`config.mk`:
```
export PLATFORM = sky130hd
export DESIGN_NAME = mtab2_div
export DESIGN_NICKNAME = d
export VERILOG_FILES = /design/src/rtl/core/mtab2_pkg.sv /design/src/rtl/core/mtab2_div.sv
export SDC_FILE = /design/constraint.sdc
export NUM_CORES = 1
export LEC_CHECK = 0
export BUFFER_PORTS_ARGS = -buffer_cell sky130_fd_sc_hd__buf_2
export CAP_MARGIN = 20
export CORE_UTILIZATION = 45
export DETAILED_ROUTE_END_ITERATION = 16
export SYNTH_ARGS = -nofsm -noshare
export SYNTH_HDL_FRONTEND = slang
export SYNTH_SLANG_ARGS = --single-unit
export TNS_END_PERCENT = 10
```
`constraint.sdc`:
```
create_clock -name clk -period 5 [get_ports clk]
set_clock_uncertainty 0.2 [all_clocks]
set_input_delay 0.25 -clock clk [delete_from_list [all_inputs] [get_ports clk]]
set_output_delay 0.25 -clock clk [all_outputs]
set_load 0.005 [all_outputs]
```
`src/rtl/core/mtab2_pkg.sv`:
```
// Package for the membrane transport AB2 step block.
// Holds Q16.16 constants, register indexes and a shared saturation helper function.
// No dependencies.
package mtab2_pkg;
	localparam int unsigned QW = 32;
	localparam int unsigned CW = 31;
	localparam logic signed [QW-1:0] Q_MAX = 32'sh7FFFFFFF;
	localparam logic signed [QW-1:0] Q_MIN = 32'sh80000000;
	localparam logic [2:0] REG_LP = 3'd0;
	localparam logic [2:0] REG_RG = 3'd1;
	localparam logic [2:0] REG_TK = 3'd2;
	localparam logic [2:0] REG_AREA = 3'd3;
	localparam logic [2:0] REG_PS_A = 3'd4;
	localparam logic [2:0] REG_PS_B = 3'd5;
	localparam logic [2:0] REG_DT = 3'd6;
	localparam logic [CW-1:0] DT_RESET = 31'd65536;

	typedef struct packed {
		logic start;
		logic first;
	} lane_ctl_t;

	// Saturates a 66 bit signed value to 32 bits, with an overflow flag.
	function automatic logic [QW:0] sat66(input logic signed [65:0] v);
		logic [QW:0] r;
		if (v > 66'sd2147483647) r = {1'b1, Q_MAX};
		else if (v < -66'sd2147483648) r = {1'b1, Q_MIN};
		else r = {1'b0, v[QW-1:0]};
		return r;
	endfunction
endpackage

```
`src/rtl/core/mtab2_div.sv`:
```
// Iterative restoring divider: (a*65536)/b truncated toward zero, saturated.
// Uses mtab2_pkg; one quotient bit per cycle, 48 quotient bits in all.
module mtab2_div (
	input  logic               clk,
	input  logic               arst_n,
	input  logic               start,
	input  logic signed [31:0] a,
	input  logic signed [31:0] b,
	output logic               busy,
	output logic signed [31:0] q,
	output logic               ovf
);
	logic [5:0] cnt_q;
	logic [47:0] num_q;
	logic [47:0] quo_q;
	logic [32:0] rem_q;
	logic [31:0] den_q;
	logic neg_q;
	logic [32:0] trial;
	logic [65:0] sq;
	logic [32:0] s;

	assign trial = {rem_q[31:0], num_q[47]} - {1'b0, den_q};

	always_ff @(posedge clk or negedge arst_n) begin
		if (!arst_n) begin
			cnt_q <= '0;
			busy <= 1'b0;
			num_q <= '0;
			den_q <= '0;
			neg_q <= 1'b0;
			rem_q <= '0;
			quo_q <= '0;
		end else if (start) begin
			num_q <= {(a[31] ? 32'(-a) : 32'(a)), 16'd0};
			den_q <= b[31] ? 32'(-b) : 32'(b);
			neg_q <= a[31] ^ b[31];
			rem_q <= '0;
			quo_q <= '0;
			cnt_q <= 6'd48;
			busy <= 1'b1;
		end else if (busy) begin
			if (!trial[32]) begin
				rem_q <= trial;
				quo_q <= {quo_q[46:0], 1'b1};
			end else begin
				rem_q <= {rem_q[31:0], num_q[47]};
				quo_q <= {quo_q[46:0], 1'b0};
			end
			num_q <= {num_q[46:0], 1'b0};
			cnt_q <= cnt_q - 6'd1;
			if (cnt_q == 6'd1) busy <= 1'b0;
		end
	end

	always_comb begin
		sq = neg_q ? -{18'd0, quo_q} : {18'd0, quo_q};
		s = mtab2_pkg::sat66($signed(sq));
		q = $signed(s[31:0]);
		ovf = s[32];
	end
endmodule

```
==> reports/qor.txt, run 1 <==
Syn. warnings - 0
Share of cells above drive strength 1 - 12.28%
Pre-Repair DR Iteration Count - 5
WL/cell - 14.83 µm
Synth area leaders - dfrtp_1 35%, mux2i_1 9.4%, xor2_1 6.3%
Worst Setup Start Kind - flip-flop
Area leader, netlist - dfrtp_1
Worst Reg-to-Reg Cells - 13
CTS H-tree lvls - 4
Top-area cell type share of the netlist area - 34.75%
Antenna Cells - 0
Unrepaired setup endpoints after global routing - false
Fin. Hold Viols - 0
Total gr overflow - 0
Pwr Density - 490.1 mW/mm²
Peak fanout along the critical path - 30
Hold crit path type - in2reg
CTS tree - done
Leak - 0.006269 µW
DIE HEIGHT - 158.0 µm
Seq. cell area - 0.003807 mm²
PortBufs - 100
Synth-to-Final Area Change - 17.30%
Post-Syn Nets - 1,359
Die Width - 158.0 µm
Setup TNS Final - 0 ns
TritonCTS buffer count - 17
Post-layout instance area - 0.01284 mm²
Hold depth - 4
Clock sink count - 152
DIE AREA - 0.02495 mm²
Total GRT Usage - 21.41%
Largest net degree at the start of global routing - 143
Max-slew violations - 0
Final HPWL DP - 17.14 mm
Maximum buffer depth of the clock tree - 2
Root Buffer Master - clkbuf_16
Core box area - 0.02368 mm²
Avg Vias per Cell - 5.378
WP data arrival - 4.26 ns
Post-DP Area - 0.01159 mm²
Worst Path Required - 4.55 ns
Worst Setup End Kind - primary output
Minimum clock period - 4.714 ns
Wire length on met2 - 11.69 mm
Number of global-route vias before repair - 8,895
Multi-input logic area - 0.006578 mm²
Synthesized area per cell - 8.728 µm²
Number of DRC markers in iteration 0 - 562
Fmax - 212.1 MHz
Max transition margin - 35.92%
Clock Latency Late Sink - 0.42 ns
Cell Rows - 56
Initial core utilization - 46.22%
Setup violators final - 0
Via count - 9,158
Final period utilization - 94.28%
Seq cells post-synth - 152
I/O pin cnt - 101
Post-route ant nets - 0
VDD IR-drop max - 0.4796 mV
Most used flip-flop cell after synthesis - dfrtp_1
Met3 WL post-DR - 748 µm
Wl on met1 - 12.50 mm
Post-route DRC - 0
Netlist Area Pre-Place - 0.01095 mm²
Max-cap violations - 0
EDFF count, synth - 0
Sequential element share of the synthesized area - 34.75%
Fillers - 2,205
Placer Congestion - 0.8932
Top routing layer used - met4
Syn Inst Count - 1,254
Run status - completed
Setup CP Type - reg2out
Synth async-reset ratio - 100.0%
Antenna violations before repair - 0
Synth cell types - 73
Slew @ Worst Pin - 0.9611 ns
Clock transition at path regs - 0.06 ns
First-pass GRT wire length - 43.42 mm
Layout Nets - 1,476
Routed wire length - 25.26 mm
## logic make-up after synthesis
family	count (synthesis)	share of synthesized area [%]
XOR/XNOR	131	10.48
buffers and inverters	128	5.235
flip-flops	152	34.75
AO/OA/AOI/OAI	304	17.84
multiplexers	106	9.728
AND/OR/NAND/NOR	395	17.55
adder cells (fa/ha/maj)	38	4.412
## routing by layer
layer	up-vias	global-route usage, %
li1	4688	-
met1	4286	29.83
met2	159	34.40
met3	25	3.449
met4	0	5.678
met5	-	0
## state kept, by name (all words and copies together), names as in the netlist
register and cells:
busy 1, cnt_q 6, den_q 32, neg_q 1, num_q 32, quo_q 48, rem_q 32
## power by group
part,internal (µW),leakage (µW),switching [µW],total (µW)
logic,1480,0.00400,1780,3260
registers,1420,0.00194,149,1560
clock network,950,0.000320,512,1460
## what timing repair did
action	in CTS	in global routing
hold buffers	56	0
buffers inserted	0	2
endpoints found under the setup margin	0	31
endpoints found under the hold margin	124	0
gates resized for setup	0	1
## area by class of cell
cell class              count  area share [%]
flip-flops and latches    152           29.66
repair buffers            169           9.122
clock buffers              20           3.479
multi-input cells         974           51.23
inverters                  57           1.666
clock inverters            12           1.735
well taps                 319           3.109
## final timing paths
kind	from	end	slack [ns]
max	quo_q[12]	q[3]	0.29
min	a[16]	num_q[32]	0.009
max reg2reg	num_q[47]	rem_q[21]	0.94
min reg2reg	den_q[0]	den_q[0]	0.32
max in group asynchronous	arst_n	rem_q[20]	3.27
min in group asynchronous	arst_n	quo_q[13]	0.19
## synth_stat cells (3+ instances only)
| cell type | number |
|---|---|
| nand2b_1 | 22 |
| nand2_1 | 83 |
| nand3b_1 | 7 |
| nor4b_1 | 4 |
| mux2_2 | 3 |
| or2_2 | 4 |
| or4_1 | 15 |
| a21o_1 | 4 |
| xnor2_1 | 52 |
| buf_6 | 9 |
| a21oi_1 | 71 |
| nor2_1 | 152 |
| nor4_1 | 10 |
| a31oi_1 | 3 |
| o41ai_1 | 15 |
| buf_2 | 3 |
| or3_1 | 9 |
| buf_1 | 13 |
| nor3b_1 | 4 |
| buf_4 | 3 |
| nand4_1 | 8 |
| a211oi_1 | 32 |
| mux2i_1 | 103 |
| nor2b_1 | 9 |
| nand3_1 | 23 |
| o21bai_1 | 4 |
| inv_1 | 56 |
| and2_1 | 3 |
| nor3_1 | 27 |
| o21ai_0 | 79 |
| clkbuf_1 | 42 |
| o21ai_1 | 28 |
| or3_2 | 3 |
| o31ai_1 | 30 |
| xor2_1 | 79 |
| o211ai_1 | 5 |
| o311a_1 | 4 |
| dfrtp_1 | 152 |
| ha_1 | 37 |
## critical path, cell delays in order (launching register included)
cell	delay, ns
dfrtp_1	0.43
or4_4	0.58
nor4_4	0.40
nand3_2	0.34
or4_2	0.66
xnor2_1	0.15
nor4b_1	0.28
nand4_1	0.22
and2_2	0.42
o21ai_1	0.22
buf_2	0.14
## layout by cell type, fill, tap and decap left out, types with 3 or more instances in the layout
cell,count
a21oi_1,71
inv_1,56
o211ai_1,5
a21o_1,4
or3_1,9
buf_2,98
a211oi_1,32
nor2_1,152
xor2_1,79
nor3b_1,4
o21ai_0,79
dfrtp_1,151
o31ai_1,30
nor4b_1,4
nand2_1,83
a31oi_1,3
o21ai_1,28
nand2b_1,22
mux2i_1,103
nand3_1,23
nand3b_1,7
buf_4,13
ha_1,37
o41ai_1,15
nor2b_1,9
nor4_1,10
o311a_1,4
or2_2,4
or4_1,15
clkbuf_16,17
o21bai_1,4
dlygate4sd3_1,56
or3_2,3
nand4_1,8
bufinv_16,6
xnor2_1,51
mux2_2,3
nor3_1,27
## per-stage QoR
step / cells / hold WS, ns / utilization, % / setup WS, ns / total power (µW)
final: 1703 / 0.009348 / 54.21 / 0.2861 / 6292
after global routing: 1703 / 0.01492 / 54.21 / 0.01347 / 6849
after CTS: 1701 / 0.001861 / 54.14 / 0.1198 / 6317
after detailed placement: 1613 / 0.1002 / 48.95 / 0.5667 / 4790
after global placement: 1613 / 0.09551 / 48.95 / 0.6718 / 4733
after floorplan: 1254 / -0.2456 / - / 1.391 / 3922
No activity file was read; power rests on OpenSTA's default activity.
==> inputs of run 2 (changes only) <==
Settings changed: CELL_PAD_IN_SITES_DETAIL_PLACEMENT set to 1, CELL_PAD_IN_SITES_GLOBAL_PLACEMENT set to 1, PLACE_DENSITY_LB_ADDON set to 0.1.
==> reports/qor.txt, run 2 (synthesis results as in run 1) <==
Seq. cell area - 0.003807 mm² (unchanged)
Final period utilization - 94.35% (was 94.28%)
Pwr Density - 488.4 mW/mm² (was 490.1 mW/mm²)
WL/cell - 17.06 µm (was 14.83 µm)
Post-route ant nets - 0 (unchanged)
Setup crit start - quo_q[13] (was quo_q[12])
Hold wc startpoint - a[29] (was a[16])
Clock Latency Late Sink - 0.43 ns (was 0.42 ns)
VDD IR-drop max - 0.4944 mV (was 0.4796 mV)
Clock sink count - 152 (unchanged)
Antenna violations before repair - 0 (unchanged)
Failing checks - hold timing
CTS tree - done (unchanged)
Top reg by flops - quo_q (unchanged)
Peak fanout along the critical path - 30 (unchanged)
Layout Nets - 1,478 (was 1,476)
Run status - finished with violations (was completed)
Avg Vias per Cell - 5.589 (was 5.378)
Total GRT Usage - 24.55% (was 21.41%)
Cell Rows - 56 (unchanged)
Post-DP Area - 0.01159 mm² (unchanged)
Setup CP Type - reg2out (unchanged)
Setup TNS Final - 0 ns (unchanged)
Placement Setup Slack - 0.4613 ns (was 0.5667 ns)
Leak - 0.006265 µW (was 0.006269 µW)
Final Power - 6260 µW (was 6292 µW)
Core box area - 0.02368 mm² (unchanged)
Largest net degree at the start of global routing - 102 (was 143)
Fmax - 212.0 MHz (was 212.1 MHz)
Fillers - 2,796 (was 2,205)
Initial core utilization - 46.22% (unchanged)
Worst Path Required - 4.55 ns (about the same)
Total gr overflow - 0 (unchanged)
Max-slew violations - 0 (unchanged)
Max-cap violations - 0 (unchanged)
Crit-path max cell delay - 0.67 ns (was 0.66 ns)
Hold depth - 4 (unchanged)
Worst Setup Start Kind - flip-flop (unchanged)
Via count - 9,529 (was 9,158)
Number of DRC markers in iteration 0 - 405 (was 562)
Layout Utilization - 54.12% (was 54.21%)
WP data arrival - 4.27 ns (was 4.26 ns)
Antenna Cells - 0 (unchanged)
Max transition margin - 39.35% (was 35.92%)
Share of cells above drive strength 1 - 12.48% (was 12.28%)
Die Width - 158.0 µm (unchanged)
Hold crit path type - in2reg (unchanged)
Pre-Repair DR Iteration Count - 4 (was 5)
DIE HEIGHT - 158.0 µm (unchanged)
Final HPWL DP - 19.64 mm (was 17.14 mm)
PortBufs - 100 (unchanged)
Post-layout instance area - 0.01282 mm² (was 0.01284 mm²)
Routed wire length - 29.09 mm (was 25.26 mm)
Slew @ Worst Pin - 0.9097 ns (was 0.9611 ns)
Most frequent cells in the layout - 152 x nor2_1, 151 x dfrtp_1, 103 x mux2i_1, 98 x buf_2, 83 x nand2_1 (unchanged)
First-pass GRT wire length - 49.27 mm (was 43.42 mm)
Unrepaired setup endpoints after global routing - false (unchanged)
Post-route DRC - 0 (unchanged)
Root Buffer Master - clkbuf_16 (unchanged)
Number of global-route vias before repair - 10,090 (was 8,895)
Setup violators final - 0 (unchanged)
Cell Chain, Critical Path - or4_4 -> nor4_4 -> nand3_2 -> or4_2 -> xnor2_1 -> nor4b_1 -> nand4_1 -> and2_2 -> o21ai_1 -> buf_2 (unchanged)
Worst Setup End Kind - primary output (unchanged)
DIE AREA - 0.02495 mm² (unchanged)
Critical path depth - 10 (unchanged)
Worst Reg-to-Reg Cells - 13 (unchanged)
CP Buf/Inv Count - 1 (unchanged)
Critical R2R Launch - num_q[47] (unchanged)
Worst Slack Setup Final - 0.2826 ns (was 0.2861 ns)
Clock transition at path regs - 0.07 ns (was 0.06 ns)
Max reg flops - 48 (unchanged)
Largest delay share family, worst path - simple AND/OR/NAND/NOR gates (unchanged)
Maximum buffer depth of the clock tree - 2 (unchanged)
Most common cell after layout, fill and taps aside - nor2_1 (unchanged)
Hold_ws - -0.004303 ns (was 0.009348 ns)
CTS H-tree lvls - 4 (unchanged)
Fin. Hold Viols - 1 (was 0)
Synth-to-Final Area Change - 17.10% (was 17.30%)
Multi-input logic area - 0.006578 mm² (unchanged)
I/O pin cnt - 101 (unchanged)
TritonCTS buffer count - 17 (unchanged)
Max stage delay cell, worst path - or4_2 (unchanged)
Placer Congestion - 0.8493 (was 0.8932)
Minimum clock period - 4.717 ns (was 4.714 ns)
==> run 2: routing by layer <==
layer / GRT usage (%) / wire, µm
met1: 31.06 / 13610
met5: 0 / 0
met3: 2.984 / 498
met2: 43.74 / 14510
met4: 7.051 / 463
==> run 2: layout make-up <==
class	instances	area share (%)
clock buffer	19	3.534
sequential	152	29.71
clock inverter	13	1.230
timing repair buffer	171	9.430
multi-input combinational	974	51.32
tap	319	3.114
inverter	57	1.669
==> run 2: per-stage QoR <==
| step | hold slack, ns | cells |
|---|---|---|
| 2_1_floorplan | -0.2456 | 1254 |
| 3_3_place_gp | 0.1728 | 1613 |
| 3_5_place_dp | 0.1789 | 1613 |
| 4_1_cts | 0.002031 | 1702 |
| 5_1_grt | 0.01969 | 1705 |
| 6_report | -0.004303 | 1705 |
==> run 2: worst paths after layout <==
path / to / slack [ns]
min: num_q[45] / -0.004
max in group asynchronous: den_q[19] / 3.31
max: q[16] / 0.28
min in group asynchronous: quo_q[14] / 0.24
max reg2reg: rem_q[29] / 0.81
min reg2reg: den_q[24] / 0.33
==> run 2: worst reg2reg max path, cell delays in order, from the launching register on <==
cell and delay [ns]:
dfrtp_1 0.41, inv_1 0.07, ha_1 0.22, fa_1 0.41, nand2b_1 0.19, a21oi_1 0.24
o21ai_0 0.27, o2111a_1 0.36, nor3_1 0.42, a211oi_1 0.22, xnor2_2 0.20, buf_4 0.38
o311ai_0 0.22, a311oi_1 0.28
==> run 2: repair_timing <==
action	4_1_cts	5_1_grt
hold buffers	57	0
resized for setup	0	1
endpoints found under the hold margin	141	0
endpoints found under the setup margin	0	32
buffers inserted	0	2
==> run 2: power breakdown <==
part	switching [µW]	leakage (µW)	total, µW	internal, µW
Clock	570	0.000298	1350	778
Sequential	160	0.00194	1570	1410
Combinational	1850	0.00402	3340	1480
Total	2580	0.00626	6260	3680
==> inputs of run 3 (changes only) <==
Settings changed: CORE_UTILIZATION 45 to 46.
==> reports/qor.txt, run 3 (synthesis results as in run 1) <==
Max-slew violations - 0 (unchanged)
Setup CP Type - reg2out (unchanged)
Final HPWL DP - 19.30 mm (was 19.64 mm)
PortBufs - 100 (unchanged)
CTS H-tree lvls - 4 (unchanged)
Peak fanout along the critical path - 30 (unchanged)
Leak - 0.006256 µW (was 0.006265 µW)
Initial core utilization - 46.77% (was 46.22%)
Setup crit start - quo_q[13] (unchanged)
Number of global-route vias before repair - 9,743 (was 10,090)
Total GRT Usage - 24.34% (was 24.55%)
Most common cell after layout, fill and taps aside - nor2_1 (unchanged)
Root Buffer Master - clkbuf_16 (unchanged)
Worst Setup Start Kind - flip-flop (unchanged)
Core box area - 0.02340 mm² (was 0.02368 mm²)
Switching part of the total - 40.60% (was 41.27%)
CTS tree - done (unchanged)
Synth-to-Final Area Change - 17.04% (was 17.10%)
Antenna violations before repair - 1 (was 0)
Die Width - 156.3 µm (was 158.0 µm)
Final period utilization - 92.55% (was 94.35%)
Gate power share - 53.6% (was 53.3%)
Number of DRC markers in iteration 0 - 380 (was 405)
Run status - completed (was finished with violations)
VDD IR-drop max - 0.3125 mV (was 0.4944 mV)
Post-route DRC - 0 (unchanged)
Worst Setup End Kind - primary output (unchanged)
Placer Congestion - 0.8479 (was 0.8493)
Setup TNS Final - 0 ns (unchanged)
Unrepaired setup endpoints after global routing - false (unchanged)
Crit-path max cell delay - 0.60 ns (was 0.67 ns)
I/O pin cnt - 101 (unchanged)
Clock sink count - 152 (unchanged)
Flop pwr share - 25.2% (about the same)
Max transition margin - 42.30% (was 39.35%)
Avg Vias per Cell - 5.575 (was 5.589)
First-pass GRT wire length - 48.31 mm (was 49.27 mm)
Clock transition at path regs - 0.07 ns (about the same)
Post-route ant nets - 0 (unchanged)
Fmax - 216.1 MHz (was 212.0 MHz)
Maximum buffer depth of the clock tree - 2 (unchanged)
Clock Latency Late Sink - 0.43 ns (about the same)
Top reg by flops - quo_q (unchanged)
Share of cells above drive strength 1 - 12.33% (was 12.48%)
Max reg flops - 48 (unchanged)
Total gr overflow - 0 (unchanged)
CP most frequent cell - buf_4
Max stage delay cell, worst path - or4_4 (was or4_2)
Layout Nets - 1,482 (was 1,478)
Clock group share of total power - 21.2% (was 21.5%)
DIE HEIGHT - 156.3 µm (was 158.0 µm)
Cell Rows - 56 (unchanged)
Pre-Repair DR Iteration Count - 4 (unchanged)
Power Internal - 3714 µW (was 3677 µW)
WP data arrival - 4.18 ns (was 4.27 ns)
Hold wc startpoint - a[27] (was a[29])
Cell Chain, Critical Path - or4_4 -> nor4_4 -> nand3_2 -> buf_4 -> or4_2 -> xnor2_1 -> nor4b_1 -> nand4_1 -> and2_1 -> buf_4 -> o21ai_0 -> buf_2 (was or4_4 -> nor4_4 -> nand3_2 -> or4_2 -> xnor2_1 -> nor4b_1 -> nand4_1 -> and2_2 -> o21ai_1 -> buf_2)
NetSw - 2539 µW (was 2584 µW)
DIE AREA - 0.02442 mm² (was 0.02495 mm²)
Minimum clock period - 4.628 ns (was 4.717 ns)
Worst Setup EP - q[1] (was q[16])
Routed wire length - 28.62 mm (was 29.09 mm)
Worst Reg-to-Reg Cells - 13 (unchanged)
Final Power - 6253 µW (was 6260 µW)
Via count - 9,516 (was 9,529)
Most frequent cells in the layout - 152 x nor2_1, 151 x dfrtp_1, 103 x mux2i_1, 98 x buf_2, 83 x nand2_1 (unchanged)
Setup violators final - 0 (unchanged)
WL/cell - 16.77 µm (was 17.06 µm)
Worst Path Required - 4.55 ns (about the same)
Pwr Density - 488.1 mW/mm² (was 488.4 mW/mm²)
Slew @ Worst Pin - 0.8655 ns (was 0.9097 ns)
Fin. Hold Viols - 0 (was 1)
Critical R2R Launch - num_q[47] (unchanged)
Max-cap violations - 0 (unchanged)
Register-to-register path setup slack - 0.91 ns (was 0.81 ns)
Hold crit path type - in2reg (unchanged)
TritonCTS buffer count - 17 (unchanged)
Reg-to-reg endpoint - rem_q[16] (was rem_q[29])
Largest net degree at the start of global routing - 113 (was 102)
[run 3: how the worst min path moves through the flow]
stage / slack, ns / depth (start not counted) / endpoint
finish: 0.005 / 4 / num_q[43]
global route: 0.04 / 4 / num_q[33]
CTS: 0.003 / 4 / num_q[33]
detailed placement: 0.04 / 1 / quo_q[13]
global placement: 0.04 / 1 / quo_q[13]
floorplan: -0.25 / 0 / busy
[run 3: power groups by stage]
stage / Combinational, µW / Sequential [µW] / Clock, µW
CTS: 3370 / 1580 / 1350
global placement: 3200 / 1590 / 0
detailed placement: 3300 / 1590 / 0
finish: 3350 / 1570 / 1330
floorplan: 2390 / 1540 / 0
global route: 3750 / 1600 / 1390
[run 3: final cells by class]
type | count | area [µm²]
Fill cell | 2834 | 10590
Tap cell | 319 | 399.1
Antenna cell | 1 | 2.502
Timing Repair Buffer | 175 | 1224
Multi-Input combinational cell | 974 | 6576
Sequential cell | 152 | 3807
Inverter | 57 | 214.0
Clock buffer | 18 | 439.2
Clock inverter | 11 | 148.9
[run 3: timing repair]
action | 4_1_cts | 5_1_grt
gates resized for setup | 0 | 0
hold buffers | 59 | 0
endpoints found under the setup margin | 0 | 7
buffers inserted | 0 | 2
endpoints found under the hold margin | 111 | 0
[run 3: metrics by stage]
step                      worst slack [ns]  hold slack (ns)  std cells  util, %  cell area, µm²
after CTS                           0.2159         0.003187       1704    54.67           12790
final                               0.3724         0.005442       1707    54.74           12810
after global routing               0.08585          0.03507       1707    54.74           12810
after floorplan                      1.391          -0.2456       1254        -           10950
after global placement              0.8140          0.03861       1616    49.63           11610
after detailed placement            0.6620          0.04174       1616    49.63           11610
[run 3: worst max-delay path, delay by kind of cell, from the launching register on]
kind	cells	cell delay (ns)
AOI/OAI and AO/OA	1	0.19
xor gates and xnor gates	1	0.16
buffers and inverters	3	0.56
DFF	1	0.43
and+or+nand+nor	7	2.39
[run 3: metal layers]
metal	global-route usage [%]	routed length, µm	vias up
met5	0	0	-
met4	7.563	511	0
met3	2.908	507	39
met2	43.32	14340	105
met1	30.65	13270	4653
li1	-	-	4719
